--- config.mk ---
export PLATFORM = sky130hd
export DESIGN_NAME = single_button_clock_setter_top
export DESIGN_NICKNAME = d
export VERILOG_FILES = /design/src/scs_pkg.sv /design/src/scs_conv.sv /design/src/single_button_clock_setter_top.sv
export SDC_FILE = /design/constraint.sdc
export NUM_CORES = 1
export LEC_CHECK = 0
export ABC_CLOCK_PERIOD_IN_PS = 7400
export BUFFER_PORTS_ARGS = -buffer_cell sky130_fd_sc_hd__buf_2
export CAP_MARGIN = 20
export CORE_AREA = 3 3 163 165
export DETAILED_ROUTE_END_ITERATION = 16
export DIE_AREA = 0 0 166 168
export MAX_ROUTING_LAYER = met4
export PLACE_DENSITY = 0.87
export SLEW_MARGIN = 10
export SYNTH_ARGS = -nofsm -noshare
export SYNTH_HDL_FRONTEND = slang
export SYNTH_SLANG_ARGS = --single-unit
--- constraint.sdc ---
create_clock -name clk_i -period 7.4 [get_ports clk_i]
set_clock_uncertainty 0.15 [all_clocks]
set_input_delay 0 -clock clk_i [delete_from_list [all_inputs] [get_ports clk_i]]
set_output_delay 0 -clock clk_i [all_outputs]
set_load 0.01 [all_outputs]
--- src/scs_pkg.sv ---
// ----------------------------------------------------------------------------
// Single button clock setter package
// Shared types and constants for the clock setter block.
// ----------------------------------------------------------------------------
`default_nettype none

package scs_pkg;

  // Operating mode of the setter.
  typedef enum logic [1:0] {
    MODE_UNSET   = 2'd0,
    MODE_HOURS   = 2'd1,
    MODE_MINUTES = 2'd2,
    MODE_RUNNING = 2'd3
  } mode_e;

  // Request type codes.
  localparam logic REQ_BUTTON = 1'b0;
  localparam logic REQ_SAMPLE = 1'b1;

  localparam logic [15:0] ThresholdReset = 16'd3000;
  localparam logic [18:0] MaxSeconds     = 19'd359999;

  // Reciprocal constants for exact division by 60 and by 10.
  localparam logic [19:0] Div60SecK = 20'd559241;  // 2^25 / 60, rounded up
  localparam logic [13:0] Div60MinK = 14'd8739;    // 2^19 / 60, rounded up
  localparam logic [7:0]  Div10K    = 8'd205;      // 2^11 / 10, rounded up

  localparam logic [12:0] SecPerHourMin = 13'd60;   // minutes per hour
  localparam logic [18:0] SecPerHour    = 19'd3600;
  localparam logic [18:0] SecPerMinute  = 19'd60;

  // One beat after the seconds conversion pipeline.
  typedef struct packed {
    logic        req_type;
    logic [15:0] held_count;
    logic [3:0]  hour_tens;
    logic [3:0]  hour_units;
    logic [2:0]  minute_tens;
    logic [3:0]  minute_units;
  } item_t;

endpackage

`default_nettype wire

--- src/scs_conv.sv ---
// ----------------------------------------------------------------------------
// Seconds to HH:MM conversion pipeline
// Four register stages that turn a seconds sample into four display digits,
// carrying the button fields along unchanged.
// ----------------------------------------------------------------------------
`default_nettype none

module scs_conv (
  input  wire logic         clk_i,
  input  wire logic         rst_ni,
  input  wire logic         in_valid_i,
  output logic              in_ready_o,
  input  wire logic         req_type_i,
  input  wire logic [15:0]  held_count_i,
  input  wire logic [18:0]  time_seconds_i,
  output logic              out_valid_o,
  input  wire logic         out_ready_i,
  output scs_pkg::item_t    out_item_o
);

  logic v1_q, v2_q, v3_q, v4_q;
  logic rdy1, rdy2, rdy3, rdy4;

  logic        req1_q, req2_q, req3_q;
  logic [15:0] held1_q, held2_q, held3_q;
  logic [18:0] secs1_q;
  logic [12:0] tmin2_q;
  logic [6:0]  hours3_q;
  logic [5:0]  mins3_q;
  scs_pkg::item_t item4_q;

  logic [18:0] sat_secs;
  logic [38:0] prod_sec;
  logic [26:0] prod_min;
  logic [6:0]  hours_c;
  logic [12:0] hours_min;
  logic [12:0] mins_full;
  logic [14:0] prod_ht;
  logic [13:0] prod_mt;
  logic [3:0]  ht_c;
  logic [2:0]  mt_c;
  logic [6:0]  hu_full;
  logic [5:0]  mu_full;

  // Each stage moves on when it is empty or the next one makes room.
  assign rdy4       = !v4_q || out_ready_i;
  assign rdy3       = !v3_q || rdy4;
  assign rdy2       = !v2_q || rdy3;
  assign rdy1       = !v1_q || rdy2;
  assign in_ready_o = rdy1;

  // Stage 2 logic: saturate and take total minutes.
  always_comb begin
    sat_secs = (secs1_q > scs_pkg::MaxSeconds) ? scs_pkg::MaxSeconds : secs1_q;
    prod_sec = 39'(sat_secs) * 39'(scs_pkg::Div60SecK);
  end

  // Stage 3 logic: split total minutes into hours and minutes.
  always_comb begin
    prod_min  = 27'(tmin2_q) * 27'(scs_pkg::Div60MinK);
    hours_c   = prod_min[25:19];
    hours_min = 13'(hours_c) * scs_pkg::SecPerHourMin;
    mins_full = tmin2_q - hours_min;
  end

  // Stage 4 logic: split hours and minutes into decimal digits.
  always_comb begin
    prod_ht = 15'(hours3_q) * 15'(scs_pkg::Div10K);
    prod_mt = 14'(mins3_q) * 14'(scs_pkg::Div10K);
    ht_c    = prod_ht[14:11];
    mt_c    = prod_mt[13:11];
    hu_full = hours3_q - 7'(ht_c) * 7'd10;
    mu_full = mins3_q - 6'(mt_c) * 6'd10;
  end

  always_ff @(posedge clk_i or negedge rst_ni) begin
    if (!rst_ni) begin
      v1_q <= 1'b0;
      v2_q <= 1'b0;
      v3_q <= 1'b0;
      v4_q <= 1'b0;
    end else begin
      if (rdy1) v1_q <= in_valid_i;
      if (rdy2) v2_q <= v1_q;
      if (rdy3) v3_q <= v2_q;
      if (rdy4) v4_q <= v3_q;
    end
  end

  always_ff @(posedge clk_i) begin
    if (in_valid_i && rdy1) begin
      req1_q  <= req_type_i;
      held1_q <= held_count_i;
      secs1_q <= time_seconds_i;
    end
    if (v1_q && rdy2) begin
      req2_q  <= req1_q;
      held2_q <= held1_q;
      tmin2_q <= prod_sec[37:25];
    end
    if (v2_q && rdy3) begin
      req3_q   <= req2_q;
      held3_q  <= held2_q;
      hours3_q <= hours_c;
      mins3_q  <= mins_full[5:0];
    end
    if (v3_q && rdy4) begin
      item4_q.req_type     <= req3_q;
      item4_q.held_count   <= held3_q;
      item4_q.hour_tens    <= ht_c;
      item4_q.hour_units   <= hu_full[3:0];
      item4_q.minute_tens  <= mt_c;
      item4_q.minute_units <= mu_full[3:0];
    end
  end

  assign out_valid_o = v4_q;
  assign out_item_o  = item4_q;

endmodule

`default_nettype wire

--- src/single_button_clock_setter_top.sv ---
// ----------------------------------------------------------------------------
// Single button clock setter
// Mode and HH:MM digit keeper for a clock that is set with one button.
// ----------------------------------------------------------------------------
// Usage: each input beat on the in channel (in_valid_i / in_ready_o) is either
// a button release (req_type_i = 0, held_count_i valid) or a seconds sample
// from the time counter (req_type_i = 1, time_seconds_i valid). Every input
// beat produces exactly one output beat on the out channel (out_valid_o /
// out_ready_i) with the digits and mode after the update, plus load_valid_o
// and load_seconds_o on the press that enters running mode.
// Pipeline: a beat passes the registers of the seconds-to-digits pipeline (the
// input register, a reciprocal multiply for total minutes, one for hours and
// minutes, one for the decimal digits), then the output register, which
// updates mode and digits.
// Throughput: one beat per cycle, sustained, since each stage hands on a beat
// every cycle as long as the receiver keeps out_ready_i high.
// Reset: mode unset, digits 00:00, long press threshold 3000, pipeline empty.
// Stall: with out_ready_i low the output holds, the pipeline fills its empty
// stages and in_ready_o drops once five beats wait. cfg_we_i / cfg_wdata_i
// write the threshold; the user writes only while idle, unenforced by the block.
// ----------------------------------------------------------------------------
`default_nettype none

module single_button_clock_setter_top (
  input  wire logic        clk_i,
  input  wire logic        rst_ni,
  input  wire logic        cfg_we_i,
  input  wire logic [15:0] cfg_wdata_i,
  input  wire logic        in_valid_i,
  output logic             in_ready_o,
  input  wire logic        req_type_i,
  input  wire logic [15:0] held_count_i,
  input  wire logic [18:0] time_seconds_i,
  output logic             out_valid_o,
  input  wire logic        out_ready_i,
  output logic [3:0]       hour_tens_o,
  output logic [3:0]       hour_units_o,
  output logic [2:0]       minute_tens_o,
  output logic [3:0]       minute_units_o,
  output logic [1:0]       mode_o,
  output logic             load_valid_o,
  output logic [18:0]      load_seconds_o
);

  scs_pkg::item_t item;
  logic           conv_valid;
  logic           conv_ready;
  logic           fire;

  logic [15:0]    thr_q;
  scs_pkg::mode_e mode_q, mode_d;
  logic [3:0]     ht_q, ht_d;
  logic [3:0]     hu_q, hu_d;
  logic [2:0]     mt_q, mt_d;
  logic [3:0]     mu_q, mu_d;
  logic           out_valid_q;
  logic           load_valid_q, load_valid_d;
  logic [18:0]    load_seconds_q, load_seconds_d;

  logic           is_button;
  logic           long_press;
  logic           short_press;
  logic [6:0]     hours_val;
  logic [5:0]     mins_val;
  logic [18:0]    set_seconds;

  scs_conv u_conv (
    .clk_i          (clk_i),
    .rst_ni         (rst_ni),
    .in_valid_i     (in_valid_i),
    .in_ready_o     (in_ready_o),
    .req_type_i     (req_type_i),
    .held_count_i   (held_count_i),
    .time_seconds_i (time_seconds_i),
    .out_valid_o    (conv_valid),
    .out_ready_i    (conv_ready),
    .out_item_o     (item)
  );

  // The mode and digit registers are the output register: they only change
  // when a beat moves in, which needs the output slot to be free or leaving.
  assign conv_ready = !out_valid_q || out_ready_i;
  assign fire       = conv_valid && conv_ready;

  assign is_button   = (item.req_type == scs_pkg::REQ_BUTTON);
  assign long_press  = is_button && (item.held_count > thr_q);
  assign short_press = is_button && (item.held_count < thr_q);

  // Seconds value to load, taken from the digits being set.
  always_comb begin
    hours_val   = 7'(ht_q) * 7'd10 + 7'(hu_q);
    mins_val    = 6'(mt_q) * 6'd10 + 6'(mu_q);
    set_seconds = 19'(hours_val) * scs_pkg::SecPerHour
                + 19'(mins_val) * scs_pkg::SecPerMinute;
  end

  // Next mode: a long press walks unset, hours, minutes, running, and from
  // running back to setting hours.
  always_comb begin
    mode_d = mode_q;
    if (fire && long_press) begin
      case (mode_q)
        scs_pkg::MODE_UNSET:   mode_d = scs_pkg::MODE_HOURS;
        scs_pkg::MODE_HOURS:   mode_d = scs_pkg::MODE_MINUTES;
        scs_pkg::MODE_MINUTES: mode_d = scs_pkg::MODE_RUNNING;
        scs_pkg::MODE_RUNNING: mode_d = scs_pkg::MODE_HOURS;
        default:               mode_d = mode_q;
      endcase
    end
  end

  // Digits and load request. A short press steps the field being set, a
  // sample in running mode replaces all four digits.
  always_comb begin
    ht_d           = ht_q;
    hu_d           = hu_q;
    mt_d           = mt_q;
    mu_d           = mu_q;
    load_valid_d   = 1'b0;
    load_seconds_d = '0;
    if (short_press) begin
      case (mode_q)
        scs_pkg::MODE_HOURS: begin
          if (ht_q == 4'd2 && hu_q < 4'd3) begin
            hu_d = hu_q + 4'd1;
          end else if (ht_q == 4'd2) begin
            ht_d = '0;
            hu_d = '0;
          end else if (hu_q < 4'd9) begin
            hu_d = hu_q + 4'd1;
          end else begin
            hu_d = '0;
            ht_d = (ht_q < 4'd2) ? ht_q + 4'd1 : '0;
          end
        end
        scs_pkg::MODE_MINUTES: begin
          if (mt_q == 3'd5 && mu_q < 4'd9) begin
            mu_d = mu_q + 4'd1;
          end else if (mt_q == 3'd5) begin
            mt_d = '0;
            mu_d = '0;
          end else if (mu_q < 4'd9) begin
            mu_d = mu_q + 4'd1;
          end else begin
            mu_d = '0;
            mt_d = (mt_q < 3'd5) ? mt_q + 3'd1 : '0;
          end
        end
        default: begin
          ht_d = ht_q;
        end
      endcase
    end else if (long_press) begin
      if (mode_q == scs_pkg::MODE_MINUTES) begin
        load_valid_d   = 1'b1;
        load_seconds_d = set_seconds;
      end
    end else if (!is_button && mode_q == scs_pkg::MODE_RUNNING) begin
      ht_d = item.hour_tens;
      hu_d = item.hour_units;
      mt_d = item.minute_tens;
      mu_d = item.minute_units;
    end
  end

  always_ff @(posedge clk_i or negedge rst_ni) begin
    if (!rst_ni) begin
      thr_q       <= scs_pkg::ThresholdReset;
      mode_q      <= scs_pkg::MODE_UNSET;
      ht_q        <= '0;
      hu_q        <= '0;
      mt_q        <= '0;
      mu_q        <= '0;
      out_valid_q <= 1'b0;
    end else begin
      if (cfg_we_i) thr_q <= cfg_wdata_i;
      if (conv_ready) out_valid_q <= conv_valid;
      if (fire) begin
        mode_q <= mode_d;
        ht_q   <= ht_d;
        hu_q   <= hu_d;
        mt_q   <= mt_d;
        mu_q   <= mu_d;
      end
    end
  end

  always_ff @(posedge clk_i) begin
    if (fire) begin
      load_valid_q   <= load_valid_d;
      load_seconds_q <= load_seconds_d;
    end
  end

  assign out_valid_o    = out_valid_q;
  assign hour_tens_o    = ht_q;
  assign hour_units_o   = hu_q;
  assign minute_tens_o  = mt_q;
  assign minute_units_o = mu_q;
  assign mode_o         = 2'(mode_q);
  assign load_valid_o   = load_valid_q;
  assign load_seconds_o = load_seconds_q;

  // A load request only comes with the switch into running mode.
  a_load_in_running: assert property (@(posedge clk_i) disable iff (!rst_ni)
    (out_valid_o && load_valid_o) |-> (mode_o == 2'(scs_pkg::MODE_RUNNING)))
    else $error("load request outside running mode");

  // Without a load request the load value reads as zero.
  a_load_zero: assert property (@(posedge clk_i) disable iff (!rst_ni)
    (out_valid_o && !load_valid_o) |-> (load_seconds_o == '0))
    else $error("load value set without load request");

  // Minute digits stay within the clock range and hour digits at most nine.
  a_minute_range: assert property (@(posedge clk_i) disable iff (!rst_ni)
    out_valid_o |-> (minute_tens_o <= 3'd5 && minute_units_o <= 4'd9
                     && hour_units_o <= 4'd9 && hour_tens_o <= 4'd9))
    else $error("display digit out of range");

  // Mode changes only when a beat enters the output stage.
  a_mode_on_fire: assert property (@(posedge clk_i) disable iff (!rst_ni)
    (mode_q != $past(mode_q)) |-> $past(fire))
    else $error("mode changed without a beat");

endmodule

`default_nettype wire
## Word level (Yosys, flattened, before mapping)

Index checks and enable logic that the tools add are counted.

- $add $sub $neg: 10
- Multiply operators: 11
- Order comparisons: 8
- Equality and inequality tests: 12
- Mux-type cells: 33
- Bitwise gates (word level): 3
- Reduce and logical (&&, ||, !) cells: 31

Operators by type and width:

| cell | count |
|---|---|
| 4-bit 2-to-1 mux | 22 |
| 19-bit by 20-bit multiplier with 38-bit output (second input constant) | 1 |
| 7-bit by 8-bit multiplier with 15-bit output (second input constant) | 2 |
| 13-bit by 14-bit multiplier with 26-bit output (second input constant) | 1 |
| 3-bit 2-to-1 mux | 8 |
| 19-bit by 12-bit adder with 19-bit output | 1 |
| 19-bit > comparator (second input constant) | 1 |
| 19-bit 2-to-1 mux | 1 |
| 16-bit > comparator | 1 |
| 16-bit less-than comparator | 1 |
| 6-bit by 8-bit multiplier with 14-bit output (second input constant) | 1 |
| 4-bit by 1-bit adder with 4-bit output (second input constant) | 3 |
| 6-bit AND reduction | 2 |
| 1-bit logical AND | 11 |
| 6-bit by 4-bit multiplier with 10-bit output (second input constant) | 1 |
| 4-bit by 2-bit less-than comparator with 1-bit output (second input constant) | 2 |
| 4-bit less-than comparator (second input constant) | 2 |
| 4-bit AND reduction | 2 |
| 4-bit subtractor | 2 |
| 7-bit by 4-bit adder with 7-bit output | 1 |
| 7-bit by 4-bit multiplier with 4-bit output (second input constant) | 1 |
| 6-bit by 4-bit adder with 6-bit output | 1 |
| 4-bit by 3-bit multiplier with 6-bit output (second input constant) | 1 |
| 2-bit by 1-bit inequality test with 1-bit output (second input constant) | 3 |
| 22 further kinds | 36 |

- Bits in registers: 186
- Input bits: 57
- Output and inout port bits: 39

## Longest topological paths before layout

- Depth in word-level cells: 7
- Gate-level depth with buffers: 24

## Cells and area by module

A second synthesis with hierarchy kept.

- Cells, all modules: 1409
- Area, all modules: 15934.0 um^2

Modules (own cells, without submodules):

| module | times used | cells each | area an instance (um^2) |
|---|---|---|---|
| scs_conv | 1 | 881 | 10839.1 |
| single_button_clock_setter_top | 1 | 528 | 5094.9 |

## Worst setup path before layout

Ideal clock, no wire load.

- Path type: reg2reg
- From: register u_conv.secs1_q[7]
- To: register u_conv.tmin2_q[7] (data pin)
- Setup time: 264 ps
- Arrival time: 5329 ps
- Data required time: 6986 ps
- Slack: 1657 ps
- Cell stages (with the launch flop): 21
- Path buffers: 1
- Clock period less this slack: 5743 ps
- Path through: edfxtp_1 nor3_1 nor3_1 o21a_1 o21a_1 clkbuf_1 or2_2 ha_1 fa_1 fa_1 fa_1 fa_1 ha_1 a21oi_1 o221ai_1 a211o_1 a21o_1 a31oi_1 o21bai_1 a211oi_1 nor2_1

- Word-level cells in the longest chain between the ends: 3

RTL lines:

| element | line | RTL |
|---|---|---|
| from (decl) | scs_conv.sv:26 | `logic [18:0] secs1_q;` |
| from (signal assigned) | scs_conv.sv:94 | `secs1_q <= time_seconds_i;` |
| 19-bit > comparator | scs_conv.sv:54 | `sat_secs = (secs1_q > scs_pkg::MaxSeconds) ? scs_pkg::MaxSeconds : secs1_q;` |
| 19-bit 2-to-1 mux (*) | scs_conv.sv:54 |  |
| 19-bit by 20-bit multiplier with 38-bit output (*) | scs_conv.sv:55 | `prod_sec = 39'(sat_secs) * 39'(scs_pkg::Div60SecK);` |
| named net u_conv.prod_sec[32] | scs_conv.sv:33 | `logic [38:0] prod_sec;` |
| to (signal assigned) | scs_conv.sv:99 | `tmin2_q <= prod_sec[37:25];` |
| to (decl) | scs_conv.sv:27 | `logic [12:0] tmin2_q;` |

Mark *: on every way through the listed nets, which the timed path passes. The rest lies on a longest branch.
A chain may end at the register's enable or synchronous reset.

## Final worst setup path

- From: register u_conv.secs1_q[7]
- To: register u_conv.tmin2_q[8] (data pin)

Same word-level chain as after synthesis.

==> results_dict.tcl <==
set metrics [dict create \
    num_antenna_cells 0 \
    cts-buffers-inserted 17 \
    worst_pin_slew_ps 948 \
    yosysWarnings 0 \
    drc 0 \
    grt_pass1_vias 11900 \
    io_buffers 93 \
    fmax_mhz 158 \
    drt-vias-per-instance 5.88 \
    slew_headroom_pct 36.8 \
    yosys_most_used_dff "edfxtp_1" \
    synth_area_sq_um 15400 \
    r2r_slack_ps 1090 \
    grt_overflow 0 \
    ys_seq_elements 184 \
    path_class "register to register" \
    n_fill_cell 1536 \
    synth_enable_flop_cells 146 \
    clockBufferDepth 2 \
    fin_cells 1880 \
    status "complete, no violations" \
    worst_setup_path_start_kind "register" \
    min_path_type "input port to async pin" \
    rsz0062_at_grt "false" \
    cp-end-kind "register" \
    synthArstFlopShare_pct 20.7 \
    timing.rr.start "u_conv.secs1_q[7]" \
    drt_iter0_drc 927 \
    period_needed_ps 6310 \
    wl_per_cell_um 19.3 \
    syn_inst 1346 \
    post_synth.cell_area_avg_sq_um 11.4 \
    cts.sinks 184 \
    start_util_pct 61.1 \
    worstRegToRegCells 18 \
    cts_tree "built" \
    cp.required_ps 7430 \
    tns_ps 0 \
    finalCritPeriodShare_pct 85.3 \
    num_vias 11100 \
    rr_endpoint "u_conv.tmin2_q[8]" \
    postCtsSetupBuffers 0 \
    setup_viol 0 \
    holdWs_ps 66.1 \
    drt-pass1-iter-count 9 \
    clk_latency_ps 460 \
    final_layout_size_suffix_gt1_share_pct 10.6 \
    die_x_um 166 \
    dieArea_sq_um 27900 \
    ctsResizeCount 0 \
    wirelength_um 36200 \
    syn_to_final_growth_pct 15.3 \
    cp_data_arrival_time_ps 6340 \
    finalNetCount 2017 \
    place_inst 1762 \
    std_cell_rows 58 \
    synth_cell_types 61 \
    grt_pass1_wl_um 59200 \
    grt_start_max_net_pins 39 \
    cts_root_buf "clkbuf_16" \
    critPathMaxFanout 17 \
    ant_nets 0 \
    fp.dieH_um 168 \
    maxCapViolations 0 \
    hold_violations 0 \
    slew_viol_final 0 \
    dp.final_hpwl_um 24300 \
    antenna_found_initial 0 \
    track_usage_pct 27.4 \
    pin_count 96 \
    seq_area_frac_synth_pct 34.7 \
    gp_congestion 0.869 \
    clk_pin_slew_ps 90 \
    cts_max_level 4 \
    core-area_sq_um 25200 \
]
[area by class of cell]
class	instances	area [sq um]	share of cell area, %
Clock buffer	17	425	2.40
Timing Repair Buffer	183	1360	7.65
Sequential cell	184	5340	30.1
Tap cell	330	413	2.33
Clock inverter	15	209	1.18
Inverter	246	923	5.20
Multi-Input combinational cell	905	9070	51.1
[cells in the final DEF (no fill, tap or decap), drive strengths merged, types with 17 or more instances in the layout]
cell type,netlist,routed
or2,21,21
inv,246,255
clkbuf,6,17
nor3,17,17
o21ai,52,52
fa,93,93
edfxtp,146,146
nor2,34,34
dlygate4sd3,0,86
xor2,25,25
nor2b,18,18
xnor2,46,46
buf,6,97
dfrtp,31,31
nand2,45,45
a21o,28,28
a21oi,48,48
ha,330,330
[cells in the mapped netlist, types with 5 or more instances]
library cell	number	area (sq um)
mux2_2	5	56.3
a211oi_1	5	37.5
nor2b_1	18	113
dfrtp_1	31	776
ha_1	330	4130
a21o_1	28	210
inv_1	245	920
nand2_1	45	169
o21ai_1	13	65.1
clkbuf_1	6	22.5
nand4_1	12	75.1
nor2_1	34	128
nand3_1	11	55.1
o21bai_1	6	45.0
dfstp_2	7	184
o21a_1	13	97.6
mux2i_1	7	70.1
a31oi_1	6	37.5
and3_1	5	31.3
xnor2_1	46	403
xor2_1	25	219
o21ai_0	39	195
fa_1	93	1860
edfxtp_1	146	4380
o31a_1	5	43.8
and2_1	9	56.3
nor3_1	17	85.1
or2_2	20	125
nand2b_1	11	68.8
o31ai_1	5	37.5
a21oi_1	48	240
[stage by stage]
step | area (sq um) | worst slack [ps] | util (%)
3_5_place_dp | 16200 | 1260 | 64.5
5_1_grt | 17700 | 760 | 70.5
2_1_floorplan | 15400 | 1660 | -
4_1_cts | 17700 | 1200 | 70.5
3_3_place_gp | 16200 | 1360 | 64.5
6_report | 17700 | 1090 | 70.5
[worst max-delay path: stages (launching register included)]
cell,delay (ps)
edfxtp_1,390
nor3_1,190
nor3_1,60
o21a_1,160
o21a_1,310
or2_2,380
ha_1,330
fa_1,480
fa_1,560
fa_1,540
fa_1,470
ha_1,350
a21oi_1,210
o221ai_1,150
a211o_1,330
a21o_1,190
a31oi_1,310
o21ai_0,260
xor2_1,200
[repair_timing]
action / CTS / global route
hold buffers: 86 / 0
hold endpoints to repair: 88 / 0
endpoints found under the setup margin: 0 / 0
[worst max path at each step]
| stage | startpoint | to | slack (ps) | cells past startpoint |
|---|---|---|---|---|
| floorplan | u_conv.secs1_q[7] | u_conv.tmin2_q[7] | 1660 | 20 |
| global placement | u_conv.secs1_q[7] | u_conv.tmin2_q[12] | 1360 | 21 |
| detailed placement | u_conv.secs1_q[7] | u_conv.tmin2_q[7] | 1260 | 19 |
| CTS | u_conv.secs1_q[7] | u_conv.tmin2_q[12] | 1200 | 21 |
| global route | u_conv.secs1_q[8] | u_conv.tmin2_q[7] | 760 | 21 |
| finish | u_conv.secs1_q[7] | u_conv.tmin2_q[8] | 1090 | 18 |
[per-layer routing]
layer / vias to the layer above / global-route usage (%) / routed length (um)
met5: - / - / 0
met4: 0 / 13.6 / 1890
met3: 178 / 4.74 / 1990
met2: 533 / 49.7 / 19100
met1: 5320 / 29.0 / 13200
li1: 5032 / - / -
[state kept, by name, summed over array words and instances (netlist names), 2 cells and up]
signal	cells
hour_tens_o	4
hour_units_o	4
load_seconds_o	17
minute_tens_o	3
minute_units_o	4
mode_o	2
thr_q	16
u_conv.held1_q	16
u_conv.held2_q	16
u_conv.held3_q	16
u_conv.hours3_q	7
u_conv.mins3_q	6
u_conv.out_item_o	32
u_conv.secs1_q	19
u_conv.tmin2_q	13
[logic make-up after synthesis]
kind of cell | Yosys count | share of synthesized area (%)
other cells | 1 | 0.0244
compound gates | 201 | 8.41
flops | 184 | 34.7
buf+inv | 258 | 6.38
fa+ha+maj | 423 | 38.9
mux | 12 | 0.821
xor+xnor | 72 | 4.19
simple gates | 195 | 6.54
Power is not shown: default switching activity piles up to over one toggle a cycle in this logic, so the estimate is an artifact.
